## config.mk

```make
export PLATFORM = sky130hd
export DESIGN_NAME = hashed_test_pattern_checker_core
export DESIGN_NICKNAME = d
export VERILOG_FILES = /design/src/rtl/htpc_pkg.sv /design/src/rtl/htpc_cfg.sv /design/src/rtl/htpc_front.sv /design/src/rtl/htpc_back.sv /design/src/rtl/hashed_test_pattern_checker_core.sv
export SDC_FILE = /design/constraint.sdc
export NUM_CORES = 2
export LEC_CHECK = 0
export BUFFER_PORTS_ARGS = -buffer_cell sky130_fd_sc_hd__clkbuf_2
export CAP_MARGIN = 20
export CORE_MARGIN = 4
export CORE_UTILIZATION = 39
export CTS_CLUSTER_SIZE = 8
export DETAILED_ROUTE_END_ITERATION = 10
export GPL_ROUTABILITY_DRIVEN = 0
export GPL_TIMING_DRIVEN = 0
export HOLD_SLACK_MARGIN = 0.1
export PLACE_DENSITY_LB_ADDON = 0.25
export SYNTH_ARGS = -nofsm -noshare
export SYNTH_HDL_FRONTEND = slang
export SYNTH_SLANG_ARGS = --single-unit
```

## constraint.sdc

```tcl
create_clock -name clk_i -period 13.5 [get_ports clk_i]
set_input_delay 1.35 -clock clk_i [delete_from_list [all_inputs] [get_ports clk_i]]
set_output_delay 1.35 -clock clk_i [all_outputs]
set_load 0.02 [all_outputs]
```

## src/rtl/htpc_pkg.sv

```systemverilog
// ----------------------------------------------------------------------------
// htpc_pkg
// Shared types and constants for the hashed test-pattern checker.
// ----------------------------------------------------------------------------
package htpc_pkg;

  // Offset width taken into the pattern mix (the source offset is masked to it)
  localparam int unsigned OFFSET_BITS = 40;
  localparam logic [63:0] OFFSET_MASK =
    (OFFSET_BITS >= 64) ? {64{1'b1}} : ((64'd1 << OFFSET_BITS) - 64'd1);

  // Field widths
  localparam int unsigned OFS_W       = 40;
  localparam int unsigned CFG_IDX_W   = 3;
  localparam int unsigned CFG_DATA_W  = 64;

  // Entries in the queue between front and back end
  localparam int unsigned Q_DEPTH     = 2;

  // Mixer constants
  localparam logic [63:0] GOLDEN_MUL = 64'h9e3779b97f4a7c15;
  localparam logic [63:0] FINAL_MUL  = 64'hff51afd7ed558ccd;
  localparam logic [31:0] GOLDEN_LO  = GOLDEN_MUL[31:0];
  localparam logic [31:0] GOLDEN_HI  = GOLDEN_MUL[63:32];
  localparam logic [31:0] FINAL_LO   = FINAL_MUL[31:0];
  localparam logic [8:0]  FINAL_MH   = FINAL_MUL[40:32];

  // Bits of the first xor-shift result that the expected byte depends on
  localparam int unsigned MIX_W = 41;

  // Configuration register indexes
  typedef enum logic [CFG_IDX_W-1:0] {
    CFG_SOURCE_RANK      = 3'd0,
    CFG_DESTINATION_RANK = 3'd1,
    CFG_GPU_INDEX        = 3'd2,
    CFG_ITERATION        = 3'd3
  } cfg_idx_e;

  // Input transaction
  typedef struct packed {
    logic             op;
    logic [7:0]       data_byte;
    logic [OFS_W-1:0] src_ofs;
    logic [OFS_W-1:0] dst_ofs;
    logic             last;
  } htpc_in_t;

  // Result transaction
  typedef struct packed {
    logic [7:0]       expected_byte;
    logic             mismatch;
    logic             run_failed;
    logic [OFS_W-1:0] first_bad_offset;
    logic             run_end;
  } htpc_out_t;

  // Derived configuration seen by the back end
  typedef struct packed {
    logic [63:0] iter_p1;   // iteration + 1
    logic [63:0] rank_mix;  // xor of the shifted rank and gpu terms
  } htpc_cfg_t;

  // Classified queue entry
  typedef struct packed {
    logic             is_check;
    logic             is_last;
    logic [7:0]       data_byte;
    logic [63:0]      offset;   // masked source offset
    logic [OFS_W-1:0] dst_ofs;
  } htpc_qent_t;

endpackage

```

## src/rtl/htpc_cfg.sv

```systemverilog
// ----------------------------------------------------------------------------
// htpc_cfg
// Configuration registers; presents iteration + 1 and the combined rank term.
// ----------------------------------------------------------------------------
module htpc_cfg import htpc_pkg::*; (
  input  logic                  clk_i,
  input  logic                  rst_ni,
  input  logic                  cfg_we_i,
  input  logic [CFG_IDX_W-1:0]  cfg_idx_i,
  input  logic [CFG_DATA_W-1:0] cfg_wdata_i,
  output htpc_cfg_t             cfg_o
);

  logic [14:0] src_rank_q;
  logic [15:0] dst_rank_q;
  logic [14:0] gpu_idx_q;
  logic [63:0] iter_p1_q;

  logic [15:0] src_term;
  logic [31:0] dst_term;
  logic [15:0] gpu_term;

  // Register writes; iteration is stored pre-incremented
  always_ff @(posedge clk_i or negedge rst_ni) begin
    if (!rst_ni) begin
      src_rank_q <= '0;
      dst_rank_q <= '0;
      gpu_idx_q  <= '0;
      iter_p1_q  <= 64'd1;
    end else if (cfg_we_i) begin
      case (cfg_idx_e'(cfg_idx_i))
        CFG_SOURCE_RANK:      src_rank_q <= cfg_wdata_i[14:0];
        CFG_DESTINATION_RANK: dst_rank_q <= cfg_wdata_i[15:0];
        CFG_GPU_INDEX:        gpu_idx_q  <= cfg_wdata_i[14:0];
        CFG_ITERATION:        iter_p1_q  <= cfg_wdata_i + 64'd1;
        default: ;
      endcase
    end
  end

  // Rank terms: (rank + 1) placed at its bit position, dst rank sign-extended
  assign src_term = {1'b0, src_rank_q} + 16'd1;
  assign gpu_term = {1'b0, gpu_idx_q} + 16'd1;
  assign dst_term = {{16{dst_rank_q[15]}}, dst_rank_q} + 32'd1;

  assign cfg_o.iter_p1  = iter_p1_q;
  assign cfg_o.rank_mix = {src_term, 48'd0}
                        ^ {dst_term, 32'd0}
                        ^ {32'd0, gpu_term, 16'd0};

endmodule

```

## src/rtl/htpc_front.sv

```systemverilog
// ----------------------------------------------------------------------------
// htpc_front
// Accepts input transactions, classifies them and queues them for the back end.
// ----------------------------------------------------------------------------
module htpc_front import htpc_pkg::*; (
  input  logic       clk_i,
  input  logic       rst_ni,
  input  logic       in_valid_i,
  output logic       in_stall_o,
  input  htpc_in_t   in_data_i,
  output logic       q_valid_o,
  output htpc_qent_t q_entry_o,
  input  logic       q_pop_i
);

  htpc_qent_t    mem_q [Q_DEPTH];
  logic          wr_ptr_q;
  logic          rd_ptr_q;
  logic [1:0]    count_q;
  logic          push;
  logic          pop;
  htpc_qent_t    ent;

  // Classification: check vs generate, end of run, masked pattern offset
  always_comb begin
    ent            = '0;
    ent.is_check   = in_data_i.op;
    ent.is_last    = in_data_i.last;
    ent.data_byte  = in_data_i.data_byte;
    ent.offset     = {{(64-OFS_W){1'b0}}, in_data_i.src_ofs} & OFFSET_MASK;
    ent.dst_ofs    = in_data_i.dst_ofs;
  end

  assign in_stall_o = (count_q == 2'(Q_DEPTH));
  assign push       = in_valid_i && !in_stall_o;
  assign q_valid_o  = (count_q != 2'd0);
  assign pop        = q_pop_i && q_valid_o;
  assign q_entry_o  = mem_q[rd_ptr_q];

  // Queue pointers and fill count
  always_ff @(posedge clk_i or negedge rst_ni) begin
    if (!rst_ni) begin
      wr_ptr_q <= 1'b0;
      rd_ptr_q <= 1'b0;
      count_q  <= '0;
    end else begin
      if (push) wr_ptr_q <= ~wr_ptr_q;
      if (pop)  rd_ptr_q <= ~rd_ptr_q;
      case ({push, pop})
        2'b10:   count_q <= count_q + 2'd1;
        2'b01:   count_q <= count_q - 2'd1;
        default: count_q <= count_q;
      endcase
    end
  end

  // Queue storage
  always_ff @(posedge clk_i) begin
    if (push) mem_q[wr_ptr_q] <= ent;
  end

endmodule

```

## src/rtl/htpc_back.sv

```systemverilog
// ----------------------------------------------------------------------------
// htpc_back
// Pattern mixing pipeline, compare, sticky run status and result register.
// ----------------------------------------------------------------------------
module htpc_back import htpc_pkg::*; (
  input  logic       clk_i,
  input  logic       rst_ni,
  input  htpc_cfg_t  cfg_i,
  input  logic       q_valid_i,
  input  htpc_qent_t q_entry_i,
  output logic       q_pop_o,
  output logic       out_valid_o,
  input  logic       out_stall_i,
  output htpc_out_t  out_data_o
);

  // Control carried along the pipe
  typedef struct packed {
    logic             is_check;
    logic             is_last;
    logic [7:0]       data_byte;
    logic [OFS_W-1:0] dst_ofs;
  } ctl_t;

  logic en;

  logic        s1_valid_q, s2_valid_q, s3_valid_q, out_valid_q;
  ctl_t        s1_ctl_q, s2_ctl_q, s3_ctl_q;
  logic [63:0] s1_offset_q;
  logic [63:0] s1_p00_q;
  logic [31:0] s1_p01_q, s1_p10_q;
  logic [MIX_W-1:0] s2_y_q;
  logic [MIX_W-1:0] s3_q00_q;
  logic [8:0]  s3_q01_q, s3_q10_q;
  htpc_out_t   out_q;

  logic        failed_q;
  logic [OFS_W-1:0] fail_ofs_q;

  logic [63:0] p00_d;
  logic [31:0] p01_d, p10_d;
  logic [63:0] prod;
  logic [63:0] x;
  logic [MIX_W-1:0] y_d;
  logic [MIX_W-1:0] q00_d;
  logic [8:0]  q01_d, q10_d;
  logic [8:0]  cross_sum;
  logic [MIX_W-1:0] z;
  logic [7:0]  exp_byte;
  logic        bad;
  logic        failed_d;
  logic [OFS_W-1:0] fail_ofs_d;
  htpc_out_t   res;

  // Whole back end holds while a result waits on a stalled consumer
  assign en      = !(out_valid_q && out_stall_i);
  assign q_pop_o = q_valid_i && en;

  // S1: partial products of (iteration + 1) * golden constant
  assign p00_d = 64'(cfg_i.iter_p1[31:0]) * 64'(GOLDEN_LO);
  assign p01_d = cfg_i.iter_p1[31:0] * GOLDEN_HI;
  assign p10_d = cfg_i.iter_p1[63:32] * GOLDEN_LO;

  // S2: finish the product, fold in offset and ranks, first xor-shift
  assign prod = s1_p00_q + {s1_p01_q + s1_p10_q, 32'd0};
  assign x    = s1_offset_q ^ prod ^ cfg_i.rank_mix;
  assign y_d  = x[MIX_W-1:0] ^ {{(MIX_W-31){1'b0}}, x[63:33]};

  // S3: low bits of y * final constant, split into partial products
  assign q00_d = MIX_W'(s2_y_q[31:0]) * MIX_W'(FINAL_LO);
  assign q01_d = s2_y_q[8:0] * FINAL_MH;
  assign q10_d = s2_y_q[40:32] * FINAL_LO[8:0];

  // S4: sum, second xor-shift, compare and run status
  assign cross_sum = s3_q01_q + s3_q10_q;
  assign z         = s3_q00_q + {cross_sum, 32'd0};
  assign exp_byte  = z[7:0] ^ z[40:33];
  assign bad       = s3_ctl_q.is_check && (s3_ctl_q.data_byte != exp_byte);
  assign failed_d   = failed_q || bad;
  assign fail_ofs_d = (!failed_q && bad) ? s3_ctl_q.dst_ofs : fail_ofs_q;

  always_comb begin
    res                  = '0;
    res.expected_byte    = exp_byte;
    res.mismatch         = bad;
    res.run_failed       = failed_d;
    res.first_bad_offset = fail_ofs_d;
    res.run_end          = s3_ctl_q.is_last;
  end

  // Valid flags and sticky status
  always_ff @(posedge clk_i or negedge rst_ni) begin
    if (!rst_ni) begin
      s1_valid_q  <= 1'b0;
      s2_valid_q  <= 1'b0;
      s3_valid_q  <= 1'b0;
      out_valid_q <= 1'b0;
      failed_q    <= 1'b0;
      fail_ofs_q  <= '0;
    end else if (en) begin
      s1_valid_q  <= q_valid_i;
      s2_valid_q  <= s1_valid_q;
      s3_valid_q  <= s2_valid_q;
      out_valid_q <= s3_valid_q;
      if (s3_valid_q) begin
        if (s3_ctl_q.is_last) begin
          failed_q   <= 1'b0;
          fail_ofs_q <= '0;
        end else begin
          failed_q   <= failed_d;
          fail_ofs_q <= fail_ofs_d;
        end
      end
    end
  end

  // Pipeline payload
  always_ff @(posedge clk_i) begin
    if (en) begin
      s1_ctl_q.is_check   <= q_entry_i.is_check;
      s1_ctl_q.is_last    <= q_entry_i.is_last;
      s1_ctl_q.data_byte  <= q_entry_i.data_byte;
      s1_ctl_q.dst_ofs    <= q_entry_i.dst_ofs;
      s1_offset_q <= q_entry_i.offset;
      s1_p00_q    <= p00_d;
      s1_p01_q    <= p01_d;
      s1_p10_q    <= p10_d;
      s2_ctl_q    <= s1_ctl_q;
      s2_y_q      <= y_d;
      s3_ctl_q    <= s2_ctl_q;
      s3_q00_q    <= q00_d;
      s3_q01_q    <= q01_d;
      s3_q10_q    <= q10_d;
      out_q       <= res;
    end
  end

  assign out_valid_o = out_valid_q;
  assign out_data_o  = out_q;

endmodule

```

## src/rtl/hashed_test_pattern_checker_core.sv

```systemverilog
// ----------------------------------------------------------------------------
// hashed_test_pattern_checker_core: an entry passes the queue (written at the
// accepting edge), golden product, first mix, final product, result register.
// One transaction per cycle while no result is stalled; both multiplies are
// split over pipeline stages. A stalled result holds the whole back end.
// Reset: run status clear, queue and pipeline empty, iteration + 1 reads 1.
// ----------------------------------------------------------------------------
module hashed_test_pattern_checker_core import htpc_pkg::*; (
  input  logic                  clk_i,
  input  logic                  rst_ni,
  input  logic                  cfg_we_i,
  input  logic [CFG_IDX_W-1:0]  cfg_idx_i,
  input  logic [CFG_DATA_W-1:0] cfg_wdata_i,
  input  logic                  in_valid_i,
  output logic                  in_stall_o,
  input  htpc_in_t              in_data_i,
  output logic                  out_valid_o,
  input  logic                  out_stall_i,
  output htpc_out_t             out_data_o
);

  htpc_cfg_t  cfg;
  logic       q_valid;
  htpc_qent_t q_entry;
  logic       q_pop;

  // Configuration registers
  htpc_cfg u_cfg (
    .clk_i       (clk_i),
    .rst_ni      (rst_ni),
    .cfg_we_i    (cfg_we_i),
    .cfg_idx_i   (cfg_idx_i),
    .cfg_wdata_i (cfg_wdata_i),
    .cfg_o       (cfg)
  );

  // Front end: accept, classify, queue
  htpc_front u_front (
    .clk_i      (clk_i),
    .rst_ni     (rst_ni),
    .in_valid_i (in_valid_i),
    .in_stall_o (in_stall_o),
    .in_data_i  (in_data_i),
    .q_valid_o  (q_valid),
    .q_entry_o  (q_entry),
    .q_pop_i    (q_pop)
  );

  // Back end: pattern mix, compare, result
  htpc_back u_back (
    .clk_i       (clk_i),
    .rst_ni      (rst_ni),
    .cfg_i       (cfg),
    .q_valid_i   (q_valid),
    .q_entry_i   (q_entry),
    .q_pop_o     (q_pop),
    .out_valid_o (out_valid_o),
    .out_stall_i (out_stall_i),
    .out_data_o  (out_data_o)
  );

endmodule
```

* Word level (Yosys, flattened, before mapping)
Memories as Yosys holds them, arrays and structs flattened. A register that Yosys moved wholly into a read port is not among the register bits. Cells that the tools add are included. W data, S select, Z words.
Storage, ports and cells: logic and storage cells 92, bits of input ports 162, flip-flop bits (word level) 601, memories 1, RAM bits 180
Cells by class: $add $sub $neg 10, reductions and logical operators 19, mux-type cells 6, equality and inequality tests 7, multipliers 6, bitwise logic cells 9
Memory list:
- u_front.mem_q | depth 2, width 90, read ports 1, clocked after memory_dff 1, write ports 1, RTL line htpc_front.sv:16 | htpc_qent_t mem_q [Q_DEPTH];
Operators with widths (count):
- $xor A64 B64 Y64 | 3
- $mux W40 | 2
- $add A63 B64 Y64 | 1
- $add A64 B1 Y64 const B | 1
- $xor A64 B32 Y64 | 1
- $mul A32 B31 Y63 const B | 1
- $add A41 B41 Y41 | 1
- $mul A32 B32 Y41 const B | 1
- $xor A41 B31 Y41 | 1
- $add A15 B1 Y16 const B | 2
- $add A32 B32 Y32 | 1
- $mul A32 B31 Y32 const B | 1
- $mul A32 B32 Y32 const B | 1
- $add A16 B2 Y17 const B | 1
- $reduce_and A2 Y1 | 5
- $add A9 B9 Y9 | 1
- $mul A9 B7 Y9 const B | 1
- $mul A9 B8 Y9 const B | 1
- $ne A8 B8 Y1 | 1
- $xor A8 B8 Y8 | 1
- $eq A3 B2 Y1 const B | 2
- $logic_and A1 B1 Y1 | 6
- $eq A2 B2 Y1 const B | 2
- $logic_not A1 Y1 | 4
- other kinds (10) | 15

* Longest topological paths before layout
word-level depth 8, depth in mapped cells 27, depth with buffers taken out 27

* Hierarchy
Synthesis repeated with hierarchy kept, for this count alone.
Second synthesis, totals: cells, all modules 6952, area total of the unflattened synthesis 80627.3 µm²
By module, submodules not included:
- htpc_back | times used 1, area each 66749.0 µm², cells each 5926
- htpc_front | times used 1, area each 7327.0 µm², cells each 323
- htpc_cfg | times used 1, area each 6551.3 µm², cells each 703

* Least setup slack after synthesis
OpenSTA, ideal clock, no wires.
kind input port to flip-flop, from input out_stall_i, to register u_front.count_q[1], arrival time 13.504 ns, slack -0.083 ns, stages 6, path buffers 0, data required time 13.421 ns, path through nand2_1 o21ai_0 inv_1 ha_1 nor2_1 xor2_1
Between the ends: word-level cells in the longest chain between the ends 6, elaborated cells between the ends (all ways) 8, classes of those cells eq/ne (2); mux (1); reduce/logical (5)
Ends and longest elaborated chain:
- start: declaration | RTL line hashed_test_pattern_checker_core.sv:18 | input logic out_stall_i,
- $logic_and A1 B1 Y1 (*) | RTL line htpc_back.sv:56 | assign en = !(out_valid_q && out_stall_i);
- $logic_not A1 Y1 (*) | RTL line htpc_back.sv:56
- $logic_and A1 B1 Y1 (*) | RTL line htpc_back.sv:57 | assign q_pop_o = q_valid_i && en;
- $logic_and A1 B1 Y1 (*) | RTL line htpc_front.sv:37 | assign pop = q_pop_i && q_valid_o;
- net u_front.pop | RTL line htpc_front.sv:21 | logic pop;
- $eq A2 B1 Y1 / $eq A2 B2 Y1 (equally long branches) | RTL line htpc_front.sv:49 | case ({push, pop})
- $pmux W2 S2 / $reduce_bool A2 Y1 (equally long branches)
- end signal: assignment | RTL line htpc_front.sv:50 | 2'b10: count_q <= count_q + 2'd1;
- end signal: assignment | RTL line htpc_front.sv:51 | 2'b01: count_q <= count_q - 2'd1;
- end signal: assignment | RTL line htpc_front.sv:52 | default: count_q <= count_q;
- end: declaration | RTL line htpc_front.sv:19 | logic [1:0] count_q;
Mark *: on every way through the listed nets, which the timed path passes. The rest lies on a longest branch. A chain may end at the register's enable or synchronous reset.

* Worst setup path after layout
from register u_cfg.iter_p1_q[0], to register u_back.s1_p00_q[46] (data pin)
Between the ends: word-level cells in the longest chain between the ends 1
Ends and longest elaborated chain:
- start: declaration | RTL line htpc_cfg.sv:17 | logic [63:0] iter_p1_q;
- start signal: assignment | RTL line htpc_cfg.sv:35 | CFG_ITERATION: iter_p1_q <= cfg_wdata_i + 64'd1;
- $mul A32 B31 Y63 | RTL line htpc_back.sv:60 | assign p00_d = 64'(cfg_i.iter_p1[31:0]) * 64'(GOLDEN_LO);
- net u_back.p00_d[46] | RTL line htpc_back.sv:40 | logic [63:0] p00_d;
- end signal: assignment | RTL line htpc_back.sv:125 | s1_p00_q <= p00_d;
- end: declaration | RTL line htpc_back.sv:30 | logic [63:0] s1_p00_q;
The timed path passes the listed nets, and every way through them passes these cells.

==> impl_metrics.tcl <==
set metrics [dict create \
    place_inst 9462 \
    seqCellArea_mm2 0.0226 \
    fin_skew_ps 88.2 \
    cp.buffers_inverters 6 \
    period_needed_ps 9220 \
    htree_levels 3 \
    vias 48300 \
    relSlewSlack 0.323 \
    setup_viol 0 \
    drc 0 \
    synth-async-reset-ratio 0.204 \
    path_clk_slew_ps 50 \
    finalSetupTns_ps 0 \
    dr.pass1.iters 6 \
    hold_buffers 0 \
    final_cells 9672 \
    synthTopCellsByArea "fa_1, edfxtp_1, ha_1" \
    ys_top_cells_by_count "inv_1, fa_1, ha_1" \
    crit_type "reg2reg" \
    synth_most_common_cell "inv_1" \
    critPathRequiredTime_ps 14010 \
    die_y_um 454 \
    nNetsFinal 9190 \
    post_cts_resized 0 \
    crit_path_start_kind "flip-flop" \
    rows 163 \
    ioPinCount 215 \
    cts_made_buffers 109 \
    clock_latency_ps 760 \
    critical_path.max_stage_delay_ps 1030 \
    ys_seq_elements 780 \
    cp_max_fo 20 \
    area.growth.synth_to_final_pct 10.3 \
    grt_max_degree 122 \
    routed_wirelength_um 212000 \
    grt_overflow 0 \
    ant_nets 0 \
    drive_gt1_frac 0.0823 \
    maxCapViolCount 0 \
    critical_path_arrival_ps 9730 \
    wire_per_inst_um 22.0 \
    antenna_found_initial 13 \
    grt_pass1_wl_um 322000 \
    synth_edf_count 621 \
    hold_viol_final 0 \
    tightest_slew_ps 990 \
    multiInputGateArea_mm2 0.0486 \
    synth_area_mm2 0.0777 \
    path_delay_family "adder cells" \
    root_buffer "clkbuf_16" \
    clockBufferDepth 3 \
    max_clock_freq_ghz 0.108 \
    synth_cell_type_count 85 \
    synth_area_leader_cell "fa_1" \
    grtUsageTotal 0.209 \
    dieArea_mm2 0.206 \
    worstSetupEndpointType "flip-flop" \
    die_w_um 454 \
    n_fill_cell 18500 \
    timing.hold.ws_ps 329 \
    synthCells 6598 \
    worst_path_most_repeated_cell "fa_1" \
    via_per_inst 4.99 \
    initial_core_util 0.393 \
    clock_sinks 780 \
    crit_chain "ha_1 -> inv_1 -> fa_1 -> fa_1 -> inv_1 -> fa_1 -> fa_1 -> fa_1 -> fa_1 -> inv_1 -> fa_1 -> inv_1 -> ha_1 -> clkbuf_1 -> nand4_1 -> inv_1 -> nand3_1 -> a2111oi_0 -> nor2_1 -> a21oi_1 -> a211oi_1 -> o21ai_0 -> a21oi_1 -> xnor2_1" \
    cp_slowest_cell "dfstp_2" \
    post-cts-setup-buffer-count 0 \
    io_buffers 214 \
    maxSlewViolCount 0 \
    synth_nets 8855 \
    ys_seq_area_frac 0.291 \
    yosysWarnings 0 \
    avgSynthCellArea_um2 11.8 \
    core_mm2 0.198 \
    synthFlopType "edfxtp_1" \
    synth_top_area_frac 0.280 \
    fin_crit_sh 0.683 \
    hp-class "reg2reg" \
    cts_tree "built" \
    rsz0062_at_grt "false" \
    status "finished, final reports clean" \
    drt_iter0_markers 3339 \
    grt_pass1_vias 51900 \
    hpwl_um 180000 \
]
cells in the final DEF (no fill, tap or decap), types with 110 or more instances in the layout:
master / instances
a21oi_1: 172
clkbuf_1: 124
clkbuf_16: 110
clkbuf_2: 213
dfrtp_1: 158
edfxtp_1: 621
fa_1: 1085
ha_1: 1010
inv_1: 1648
mux2_2: 178
nand2_1: 200
nor2_1: 139
o21ai_0: 143
xnor2_1: 440
xor2_1: 115
layout make-up:
| class | instances | area share |
|---|---|---|
| clock buffer | 193 | 0.0359 |
| inverter | 1649 | 0.0723 |
| sequential | 780 | 0.264 |
| clock inverter | 10 | 0.00292 |
| timing repair buffer | 224 | 0.0153 |
| multi-input combinational | 4112 | 0.568 |
| tap | 2640 | 0.0386 |
| buffer | 57 | 0.00298 |
| antenna | 7 | 0.000205 |
cells by family (layout without fill, tap and decap cells):
group	after synthesis	count (layout)	synth area share
AO/OA/AOI/OAI	663	663	0.0559
XOR/XNOR	557	557	0.0632
adder cells (fa/ha/maj)	2095	2095	0.442
buffers and inverters	1706	2133	0.0830
flip-flops	780	780	0.291
multiplexers	178	178	0.0258
other	0	7	0
AND/OR/NAND/NOR	619	619	0.0382
flip-flops by register name, summed over array words and instances (netlist names), 41 cells and up:
register,flops
u_back.out_data_o,51
u_back.s2_ctl_q,50
u_back.s3_ctl_q,49
u_front.mem_q,180
u_cfg.iter_p1_q,64
u_back.s1_ctl_q,50
u_back.s2_y_q,41
u_back.s1_p00_q,61
worst reg2reg max path, cell delays in order (launching register included):
cell       delay (ps)
dfstp_2          1030
ha_1              770
inv_1             380
fa_1              600
fa_1              570
inv_1              60
fa_1              560
fa_1              430
fa_1              460
fa_1              490
inv_1              50
fa_1              470
inv_1              40
ha_1              260
clkbuf_1          310
nand4_1           170
inv_1             160
nand3_1           110
a2111oi_0         860
nor2_1             90
a21oi_1           380
a211oi_1          200
o21ai_0           220
a21oi_1           110
xnor2_1           280
stage by stage:
| stage | setup slack, ps | util | area (um^2) |
|---|---|---|---|
| after global placement | 915 | 0.415 | 82000 |
| after detailed placement | 4430 | 0.416 | 82300 |
| after floorplan | 4870 | - | 77700 |
| after global routing | 4060 | 0.433 | 85600 |
| after CTS | 4460 | 0.433 | 85600 |
| final | 4280 | 0.433 | 85600 |
path summary, 6_finish.rpt:
path | from | to | depth (start not counted) | slack, ps
max | u_cfg.iter_p1_q[0] | u_back.s1_p00_q[46] | 24 | 4280
min | u_back.s1_ctl_q[23] | u_back.s2_ctl_q[23] | 0 | 330
max reg2reg | u_cfg.iter_p1_q[0] | u_back.s1_p00_q[46] | 24 | 4280
min reg2reg | u_back.s1_ctl_q[23] | u_back.s2_ctl_q[23] | 0 | 330
max in group asynchronous | rst_ni | u_back.fail_ofs_q[7] | 2 | 11730
min in group asynchronous | rst_ni | u_cfg.iter_p1_q[49] | 1 | 690
metal layers:
metal	vias to the layer above	global-route usage	wire (um)
li1	22000	-	-
met1	24700	0.273	88300
met2	1272	0.346	101000
met3	359	0.0350	12200
met4	0	0.0893	10400
met5	-	0	0
Power is not shown: default switching activity piles up to over one toggle a cycle in this logic, so the estimate is an artifact.
